File: src/rtl/core/bertlv_pkg.sv
// Package: codes, widths and constants for the BER TLV element decoder.
package bertlv_pkg;

    localparam int LEN_BYTES = 4;
    localparam int INT_BYTES = 4;

    typedef enum logic [3:0] {
        PH_IDLE     = 4'b0001,
        PH_LEN_FIRST = 4'b0010,
        PH_LEN_MORE = 4'b0100,
        PH_CONTENT  = 4'b1000
    } t_phase;

    localparam logic [2:0] K_SKIP   = 3'd0;
    localparam logic [2:0] K_HEADER = 3'd1;
    localparam logic [2:0] K_INT    = 3'd2;
    localparam logic [2:0] K_OCTETS = 3'd3;
    localparam logic [2:0] K_OID    = 3'd4;

    localparam logic [2:0] R_LEN  = 3'd0;
    localparam logic [2:0] R_INT  = 3'd1;
    localparam logic [2:0] R_BYTE = 3'd2;
    localparam logic [2:0] R_ARC  = 3'd3;
    localparam logic [2:0] R_DONE = 3'd4;
    localparam logic [2:0] R_ERR  = 3'd5;

    localparam logic [3:0] E_END_TAG     = 4'd0;
    localparam logic [3:0] E_TAG         = 4'd1;
    localparam logic [3:0] E_END_LEN     = 4'd2;
    localparam logic [3:0] E_INDEF      = 4'd3;
    localparam logic [3:0] E_LEN_LARGE   = 4'd4;
    localparam logic [3:0] E_LENF_BUF    = 4'd5;
    localparam logic [3:0] E_LEN_BUF     = 4'd6;
    localparam logic [3:0] E_INT_ZERO    = 4'd7;
    localparam logic [3:0] E_INT_LONG    = 4'd8;
    localparam logic [3:0] E_OID_ZERO    = 4'd9;
    localparam logic [3:0] E_ARC_OPEN    = 4'd10;

    // one result item: kind, value, error code and last flag
    typedef struct packed {
        logic [2:0]         kind;
        logic signed [32:0] value;
        logic [3:0]         err;
        logic               last;
    } t_res;

    localparam int MAXR = 3;

endpackage

File: src/rtl/core/ber_tlv_element_decoder_unit.sv
// Top level: streaming BER TLV element decoder.
//
// Usage:
//  Slave channel: one buffer byte per item. s_axis_tuser carries kind and
//  start_req, s_axis_tdata carries expected_tag, byte_value and bytes_left.
//  A start_req item opens a request.
//  Master channel: result items; m_axis_tuser gives the result kind (length,
//  integer, content byte, oid arc, done, error), m_axis_tdata the value and
//  error code, and tlast marks the final result of an element.
//  An input item is registered, then decoded in one pass into at most two
//  results, appended to a three-entry result register that drains one per
//  cycle while m_axis_tready is high. An accepted item passes through the
//  input register and then the result register before its first result shows.
//  Throughput: one input item per cycle while each item gives at most one
//  result and the receiver keeps taking results; an oid first byte gives two
//  results, and an item is decoded only while at most one result remains
//  queued after the pop, so the input is held otherwise until the queue drains.
//  Reset (i_rst_n low, synchronous) returns to idle awaiting a tag with all
//  accumulators cleared and no results pending.
//  A stalled receiver (m_axis_tready low) holds the current result; input
//  keeps flowing while the result register and input register have room.
module ber_tlv_element_decoder_unit
    import bertlv_pkg::*;
(
    input  logic        i_clk,
    input  logic        i_rst_n,
    input  logic        s_axis_tvalid,
    output logic        s_axis_tready,
    // [7:0] expected_tag, [15:8] byte_value, [31:16] bytes_left
    input  logic [31:0] s_axis_tdata,
    // [2:0] kind, [3] start_req
    input  logic [3:0]  s_axis_tuser,
    output logic        m_axis_tvalid,
    input  logic        m_axis_tready,
    // [32:0] result_value, [36:33] error_code, [39:37] zero
    output logic [39:0] m_axis_tdata,
    // [2:0] result_kind
    output logic [2:0]  m_axis_tuser,
    output logic        m_axis_tlast
);

    // input register
    logic        r_iv;
    logic [35:0] r_in;

    // architectural state
    t_phase      r_phase, n_phase;
    logic [2:0]  r_ekind, n_ekind;
    logic [3:0]  r_lbr, n_lbr;
    logic [31:0] r_lacc, n_lacc;
    logic [31:0] r_crem, n_crem;
    logic [31:0] r_iacc, n_iacc;
    logic [31:0] r_aacc, n_aacc;
    logic        r_first, n_first;

    // result queue, up to 3 entries
    t_res        r_q [MAXR];
    logic [1:0]  r_qn;
    t_res        n_r [MAXR];
    logic [1:0]  n_cnt;

    logic        pop, consume, in_fire;
    logic [2:0]  in_kind;
    logic        in_start;
    logic [7:0]  in_tag, in_b;
    logic [15:0] in_left, room;

    assign in_kind  = r_in[2:0];
    assign in_start = r_in[3];
    assign in_tag   = r_in[11:4];
    assign in_b     = r_in[19:12];
    assign in_left  = r_in[35:20];
    assign room     = (in_left != 16'd0) ? in_left - 16'd1 : 16'd0;

    assign pop = m_axis_tvalid && m_axis_tready;
    // registered item is decoded when queue has room for 2 after this pop
    logic [1:0] q_after;
    assign q_after = r_qn - {1'b0, pop};
    assign consume = r_iv && (q_after <= 2'd1);
    assign s_axis_tready = !r_iv || consume;
    assign in_fire = s_axis_tvalid && s_axis_tready;

    function automatic t_res mk(input logic [2:0] k, input logic signed [32:0] v,
                                input logic [3:0] e, input logic l);
        t_res t;
        t.kind = k; t.value = v; t.err = e; t.last = l;
        return t;
    endfunction

    // decode pass
    always_comb begin
        logic [31:0] len;
        logic        len_done;
        logic [6:0]  cnt;
        logic        fin;
        logic [31:0] ia;
        logic [31:0] aa;
        logic [7:0]  q40, r40;
        n_phase = r_phase; n_ekind = r_ekind; n_lbr = r_lbr; n_lacc = r_lacc;
        n_crem = r_crem; n_iacc = r_iacc; n_aacc = r_aacc; n_first = r_first;
        n_r[0] = mk(R_ERR, '0, '0, 1'b0);
        n_r[1] = n_r[0];
        n_r[2] = n_r[0];
        n_cnt = 2'd0;
        len = '0; len_done = 1'b0; cnt = in_b[6:0]; fin = 1'b0;
        ia = '0; aa = '0;
        q40 = 8'((16'(in_b) * 16'd205) >> 13);
        r40 = in_b - 8'(q40 * 8'd40);
        if (in_start) begin
            n_ekind = (in_kind <= K_OID) ? in_kind : K_SKIP;
            if (in_left == 16'd0) begin
                n_r[0] = mk(R_ERR, '0, E_END_TAG, 1'b1); n_cnt = 2'd1; n_phase = PH_IDLE;
            end else if (n_ekind != K_SKIP && in_b != in_tag) begin
                n_r[0] = mk(R_ERR, '0, E_TAG, 1'b1); n_cnt = 2'd1; n_phase = PH_IDLE;
            end else begin
                n_phase = PH_LEN_FIRST;
            end
        end else begin
            unique case (r_phase)
                PH_LEN_FIRST: begin
                    if (in_left == 16'd0) begin
                        n_r[0] = mk(R_ERR, '0, E_END_LEN, 1'b1); n_cnt = 2'd1;
                        n_phase = PH_IDLE;
                    end else if (!in_b[7]) begin
                        len = {24'd0, in_b}; len_done = 1'b1;
                    end else if (cnt == 7'd0) begin
                        n_r[0] = mk(R_ERR, '0, E_INDEF, 1'b1); n_cnt = 2'd1;
                        n_phase = PH_IDLE;
                    end else if (cnt > 7'(LEN_BYTES)) begin
                        n_r[0] = mk(R_ERR, '0, E_LEN_LARGE, 1'b1); n_cnt = 2'd1;
                        n_phase = PH_IDLE;
                    end else if (16'(cnt) > room) begin
                        n_r[0] = mk(R_ERR, '0, E_LENF_BUF, 1'b1); n_cnt = 2'd1;
                        n_phase = PH_IDLE;
                    end else begin
                        n_lbr = cnt[3:0]; n_lacc = '0; n_phase = PH_LEN_MORE;
                    end
                end
                PH_LEN_MORE: begin
                    if (in_left == 16'd0) begin
                        n_r[0] = mk(R_ERR, '0, E_END_LEN, 1'b1); n_cnt = 2'd1;
                        n_phase = PH_IDLE;
                    end else begin
                        n_lacc = (r_lacc > 32'h00FF_FFFF) ? 32'hFFFF_FFFF
                                                          : {r_lacc[23:0], in_b};
                        n_lbr = (r_lbr != 4'd0) ? r_lbr - 4'd1 : 4'd0;
                        if (n_lbr == 4'd0) begin
                            len = n_lacc; len_done = 1'b1;
                        end
                    end
                end
                PH_CONTENT: begin
                    fin = (r_crem <= 32'd1);
                    n_crem = fin ? 32'd0 : r_crem - 32'd1;
                    unique case (r_ekind)
                        K_INT: begin
                            ia = r_first ? {32{in_b[7]}} : r_iacc;
                            n_iacc = {ia[23:0], in_b};
                            if (fin) begin
                                n_r[0] = mk(R_INT, {n_iacc[31], n_iacc}, '0, 1'b1);
                                n_cnt = 2'd1;
                            end
                        end
                        K_OCTETS: begin
                            n_r[0] = mk(R_BYTE, {25'd0, in_b}, '0, fin); n_cnt = 2'd1;
                        end
                        K_OID: begin
                            if (r_first) begin
                                n_r[0] = mk(R_ARC, {25'd0, q40}, '0, 1'b0);
                                n_r[1] = mk(R_ARC, {25'd0, r40}, '0, fin);
                                n_cnt = 2'd2;
                            end else begin
                                aa = {r_aacc[24:0], in_b[6:0]};
                                n_aacc = aa;
                                if (!in_b[7]) begin
                                    n_r[0] = mk(R_ARC, {1'b0, aa}, '0, fin);
                                    n_cnt = 2'd1; n_aacc = '0;
                                end else if (fin) begin
                                    n_r[0] = mk(R_ERR, '0, E_ARC_OPEN, 1'b1);
                                    n_cnt = 2'd1;
                                end
                            end
                        end
                        default: begin
                            if (fin) begin
                                n_r[0] = mk(R_DONE, '0, '0, 1'b1); n_cnt = 2'd1;
                            end
                        end
                    endcase
                    n_first = 1'b0;
                    if (fin) n_phase = PH_IDLE;
                end
                default: ;
            endcase
            if (len_done) begin
                if (len > {16'd0, room}) begin
                    n_r[0] = mk(R_ERR, '0, E_LEN_BUF, 1'b1); n_cnt = 2'd1;
                    n_phase = PH_IDLE;
                end else begin
                    n_crem = len; n_first = 1'b1; n_iacc = '0; n_aacc = '0;
                    n_phase = PH_CONTENT;
                    unique case (n_ekind)
                        K_HEADER: begin
                            n_r[0] = mk(R_LEN, {1'b0, len}, '0, 1'b1); n_cnt = 2'd1;
                            n_phase = PH_IDLE;
                        end
                        K_INT: begin
                            if (len == 32'd0) begin
                                n_r[0] = mk(R_ERR, '0, E_INT_ZERO, 1'b1); n_cnt = 2'd1;
                                n_phase = PH_IDLE;
                            end else if (len > 32'(INT_BYTES)) begin
                                n_r[0] = mk(R_ERR, '0, E_INT_LONG, 1'b1); n_cnt = 2'd1;
                                n_phase = PH_IDLE;
                            end
                        end
                        K_OID: begin
                            if (len == 32'd0) begin
                                n_r[0] = mk(R_ERR, '0, E_OID_ZERO, 1'b1); n_cnt = 2'd1;
                                n_phase = PH_IDLE;
                            end
                        end
                        default: begin
                            if (len == 32'd0) begin
                                n_r[0] = mk(R_DONE, '0, '0, 1'b1); n_cnt = 2'd1;
                                n_phase = PH_IDLE;
                            end
                        end
                    endcase
                end
            end
        end
    end

    always_ff @(posedge i_clk) begin
        if (!i_rst_n) begin
            r_iv <= 1'b0;
            r_phase <= PH_IDLE; r_ekind <= '0; r_lbr <= '0; r_lacc <= '0;
            r_crem <= '0; r_iacc <= '0; r_aacc <= '0; r_first <= 1'b0;
            r_qn <= 2'd0;
        end else begin
            if (in_fire) begin
                r_iv <= 1'b1; r_in <= {s_axis_tdata, s_axis_tuser};
            end else if (consume) begin
                r_iv <= 1'b0;
            end
            // queue shift on pop, then append
            begin : q_update
                t_res q [MAXR];
                q = r_q;
                if (pop) begin
                    q[0] = r_q[1]; q[1] = r_q[2];
                end
                if (consume) begin
                    if (q_after == 2'd0) begin
                        q[0] = n_r[0]; q[1] = n_r[1];
                    end else begin
                        q[1] = n_r[0]; q[2] = n_r[1];
                    end
                end
                r_q <= q;
            end
            r_qn <= q_after + (consume ? n_cnt : 2'd0);
            if (consume) begin
                r_phase <= n_phase; r_ekind <= n_ekind; r_lbr <= n_lbr;
                r_lacc <= n_lacc; r_crem <= n_crem; r_iacc <= n_iacc;
                r_aacc <= n_aacc; r_first <= n_first;
            end
        end
    end

    assign m_axis_tvalid = (r_qn != 2'd0);
    assign m_axis_tdata  = {3'd0, r_q[0].err, r_q[0].value};
    assign m_axis_tuser  = r_q[0].kind;
    assign m_axis_tlast  = r_q[0].last;

endmodule

File: config.mk
export PLATFORM = sky130hd
export DESIGN_NAME = ber_tlv_element_decoder_unit
export DESIGN_NICKNAME = d
export VERILOG_FILES = /design/src/rtl/core/bertlv_pkg.sv /design/src/rtl/core/ber_tlv_element_decoder_unit.sv
export SDC_FILE = /design/constraint.sdc
export NUM_CORES = 1
export LEC_CHECK = 0
export ABC_AREA = 1
export BUFFER_PORTS_ARGS = -buffer_cell sky130_fd_sc_hd__buf_2
export CAP_MARGIN = 20
export CORE_ASPECT_RATIO = 1.4
export CORE_MARGIN = 3
export CORE_UTILIZATION = 45
export CTS_CLUSTER_DIAMETER = 150
export CTS_CLUSTER_SIZE = 20
export DETAILED_ROUTE_END_ITERATION = 10
export PLACE_DENSITY_LB_ADDON = 0.08
export SYNTH_ARGS = -nofsm -noshare
export SYNTH_HDL_FRONTEND = slang
export SYNTH_SLANG_ARGS = --single-unit
export TNS_END_PERCENT = 1
File: constraint.sdc
create_clock -name i_clk -period 5.38 [get_ports i_clk]
set_clock_uncertainty 0.2 [all_clocks]
set_input_delay 0.538 -clock i_clk [delete_from_list [all_inputs] [get_ports i_clk]]
set_output_delay 0.538 -clock i_clk [all_outputs]
set_load 0.02 [all_outputs]
==> results.sh <==
export IMPL_run_status="finished, final reports clean"
export IMPL_r2r_end="r_q[53]"
export IMPL_leakage_nw=7.88
export IMPL_hold_end="r_in[15]"
export IMPL_endpoint_kind="flop"
export IMPL_path_common_cell="nand2_1"
export IMPL_fin_crit_sh_pct=97.8
export IMPL_io_pins=86
export IMPL_swShare_pct=37.8
export IMPL_final_cells=2717
export IMPL_crit_type="reg -> reg"
export IMPL_n_fill_cell=3488
export IMPL_r2r_start="r_in[13]"
export IMPL_dieArea_um2=38700
export IMPL_drv_cap=0
export IMPL_slew_violations=0
export IMPL_grt_max_degree=84
export IMPL_synth_main_ff_cell="edfxtp_1"
export IMPL_areaGrowthSynthToFinish_pct=11.7
export IMPL_vias=15000
export IMPL_dp_cells=2635
export IMPL_hold_viol=0
export IMPL_viasPerCell=5.52
export IMPL_grt_pass1_vias=14500
export IMPL_die_h_um=232
export IMPL_fp_dieW_um=167
export IMPL_cp_slowest_cell="edfxtp_1"
export IMPL_cts_buffers=16
export IMPL_synth_warnings=0
export IMPL_netlist_area_um2=16400
export IMPL_cts_htree_levels=1
export IMPL_gp_congestion=0.936
export IMPL_synth_distinct_cells=52
export IMPL_synth_seq_cells=257
export IMPL_grtUsageMet3_pct=3.22
export IMPL_whs_path_depth=1
export IMPL_combPwrFrac_pct=38.8
export IMPL_drive_above_1_share_pct=12.1
export IMPL_ir_worst_vdd_v=0.000418
export IMPL_p_total_mw=6.31
export IMPL_row_count=82
export IMPL_synth_top_area_share_pct=23.7
export IMPL_cts_sinks=257
export IMPL_grt_use_met1_pct=33.0
export IMPL_cp_required_ps=5440
export IMPL_cts_tree="done"
export IMPL_arrival_ps=5320
export IMPL_grt_usage_pct=25.6
export IMPL_synth_edf_count=129
export IMPL_grt_pass1_wl_mm=79.9
export IMPL_antennaDiodeCount=0
export IMPL_async_flop_share_pct=0
export IMPL_synth_top_cell_by_area="edfxtp_1"
export IMPL_nets=2381
export IMPL_switchingPower_mw=2.38
export IMPL_busiest_layer="met2"
export IMPL_final_util_pct=51.1
export IMPL_yosys_top_cells_area="edfxtp_1, dfxtp_1, nand2_1"
export IMPL_intPower_mw=3.92
export IMPL_clk_latency_ps=530
export IMPL_cp_max_fo=4
export IMPL_io_buffers=82
export IMPL_max_slew_margin_rel_pct=26.5
export IMPL_max_stage_delay_ps=490
export IMPL_r2r_worst_path_cells=29
export IMPL_drt_iter0_drc=1087
export IMPL_power_density_nw_per_um2=345
export IMPL_drt_wirelength_per_cell_um=18.8
export IMPL_critPathLaunchType="flop"
export IMPL_synth_seq_area_share_pct=39.3
export IMPL_coreArea_um2=35800
export IMPL_rrSetupSlack_ps=120
export IMPL_worst_pin_slew_ps=1090
export IMPL_clockBufferDepth=3
export IMPL_p_clk_share_pct=20.4
export IMPL_fin_ws_ps=119
export IMPL_rsz0062_at_grt="true"
export IMPL_antenna_found_initial=0
export IMPL_wirelength_mm=51.0
export IMPL_fin_crit_ps=5260
export IMPL_worstHoldStart="s_axis_tdata[11]"
export IMPL_place_ws_ps=-139
export IMPL_cts_reportedPaths_clkPinSlew_ps=80
export IMPL_grt_ovfl_total=0
export IMPL_first_pass_iters=6
export IMPL_ant_nets=0
export IMPL_dp_hpwl_mm=35.5
export IMPL_power_frac_seq_pct=40.8
export IMPL_syn_inst=2181
export IMPL_start_util_pct=45.7
export IMPL_drcViolationCount=0
export IMPL_hp_class="in -> reg"
export IMPL_post_synth_cell_area_avg_um2=7.51
export IMPL_setup_viol=0
export IMPL_fmaxAchievable_mhz=190
export IMPL_grtUsageMet2_pct=43.2
export IMPL_cts_root_buf="clkbuf_16"
-- critical path: cells and delay by family, from the launching register on --
family / cells / cell delay [ps]
simple gates: 10 / 730
buf+inv: 7 / 460
flops: 1 / 490
fa+ha+maj: 7 / 2360
compound gates: 3 / 390
xor+xnor: 2 / 400
-- sequential cells by signal, summed over array words and instances (netlist names) --
name / flops
r_in: 36
m_axis_tlast: 1
r_q: 52
m_axis_tdata: 37
r_aacc: 25
r_lbr: 4
r_ekind: 3
r_phase: 4
r_first: 1
r_lacc: 32
r_crem: 32
r_qn: 2
m_axis_tuser: 3
r_iv: 1
r_iacc: 24
-- worst max path at each step --
stage / start / end / slack, ps / cells past startpoint
after floorplan: r_in[14] / r_q[53] / 110 / 26
after global placement: r_in[13] / r_q[53] / -40 / 27
after detailed placement: r_in[13] / r_q[53] / -140 / 26
after CTS: r_in[13] / r_q[53] / -10 / 26
after global routing: r_in[14] / r_q[53] / -130 / 30
final: r_in[13] / r_q[53] / 120 / 29
-- through the flow --
step	TNS [ps]	area, um2	hold slack (ps)
global route	-132	18300	0.836
floorplan	0	16400	230
global placement	-42.3	17000	244
detailed placement	-202	17000	251
finish	0	18300	20.6
CTS	-11.7	18000	0.851
-- cell families after synthesis --
| family | Yosys count | synth area share (%) |
|---|---|---|
| compound gates | 437 | 15.3 |
| xor+xnor | 45 | 2.41 |
| fa+ha+maj | 96 | 7.80 |
| buf+inv | 396 | 10.6 |
| flops | 257 | 39.3 |
| other cells | 1 | 0.0229 |
| simple gates | 949 | 24.6 |
-- placed cells by master, fill, tap and decap left out, types with 7 or more instances in the layout --
cell           instances
inv_1                219
ha_4                  11
clkbuf_1              10
nand3_1              165
ha_1                  73
o21ai_1               17
xnor2_1               15
buf_4                 74
nand4_1               23
nand2_2                7
buf_2                 81
a22oi_1                8
nand2_1              481
a211oi_1              11
o22ai_1               49
o21ai_0               83
dfxtp_1              128
nor2_1               202
or2_2                  7
nor3_1                21
nor2_2                14
inv_2                 21
o2111ai_1             25
a21oi_1              194
clkbuf_16             17
fa_1                   9
o211ai_1              20
edfxtp_1             129
xor2_1                29
dlygate4sd3_1         34
-- Yosys cell counts, types with 7 or more instances --
| cell | count |
|---|---|
| a211oi_1 | 12 |
| a21oi_1 | 198 |
| a22oi_1 | 8 |
| buf_1 | 8 |
| buf_2 | 20 |
| buf_4 | 50 |
| clkbuf_1 | 69 |
| dfxtp_1 | 128 |
| edfxtp_1 | 129 |
| fa_1 | 10 |
| ha_1 | 86 |
| inv_1 | 225 |
| inv_2 | 15 |
| nand2_1 | 487 |
| nand3_1 | 168 |
| nand4_1 | 23 |
| nor2_1 | 209 |
| nor2_2 | 7 |
| nor3_1 | 21 |
| o2111ai_1 | 25 |
| o211ai_1 | 20 |
| o21ai_0 | 87 |
| o21ai_1 | 15 |
| o22ai_1 | 49 |
| or2_2 | 7 |
| xnor2_1 | 15 |
| xor2_1 | 30 |
-- power by group through the flow --
stage / clock network [mW] / logic [mW] / registers, mW
floorplan: 0 / 1.65 / 2.58
global route: 1.40 / 2.72 / 2.61
finish: 1.28 / 2.45 / 2.57
detailed placement: 0 / 2.13 / 2.62
global placement: 0 / 2.10 / 2.61
CTS: 1.33 / 2.21 / 2.57
-- what timing repair did --
item                       in CTS  in global routing
setup endpoints to repair       3                  5
hold buffers                   34                  0
pin swaps                      12                 30
hold endpoints to repair       34                  0
resized for setup               9                 46
setup buffers                  15                  4
-- per-layer routing --
layer	up-vias	share of wire [%]
met5	-	0
met4	0	4.7
met3	118	5.4
met2	477	48
met1	7008	42
li1	7391	-
-- cell type report --
class | instances | area, um2 | share of cell area [%]
clock inverters | 1 | 5.00 | 0.0274
multi-input cells | 1530 | 8490 | 46.4
repair buffers | 195 | 1400 | 7.63
inverters | 245 | 926 | 5.06
well taps | 462 | 578 | 3.16
flip-flops and latches | 257 | 6440 | 35.2
clock buffers | 27 | 463 | 2.53
Note: power is estimated with default switching activity, not from simulation.
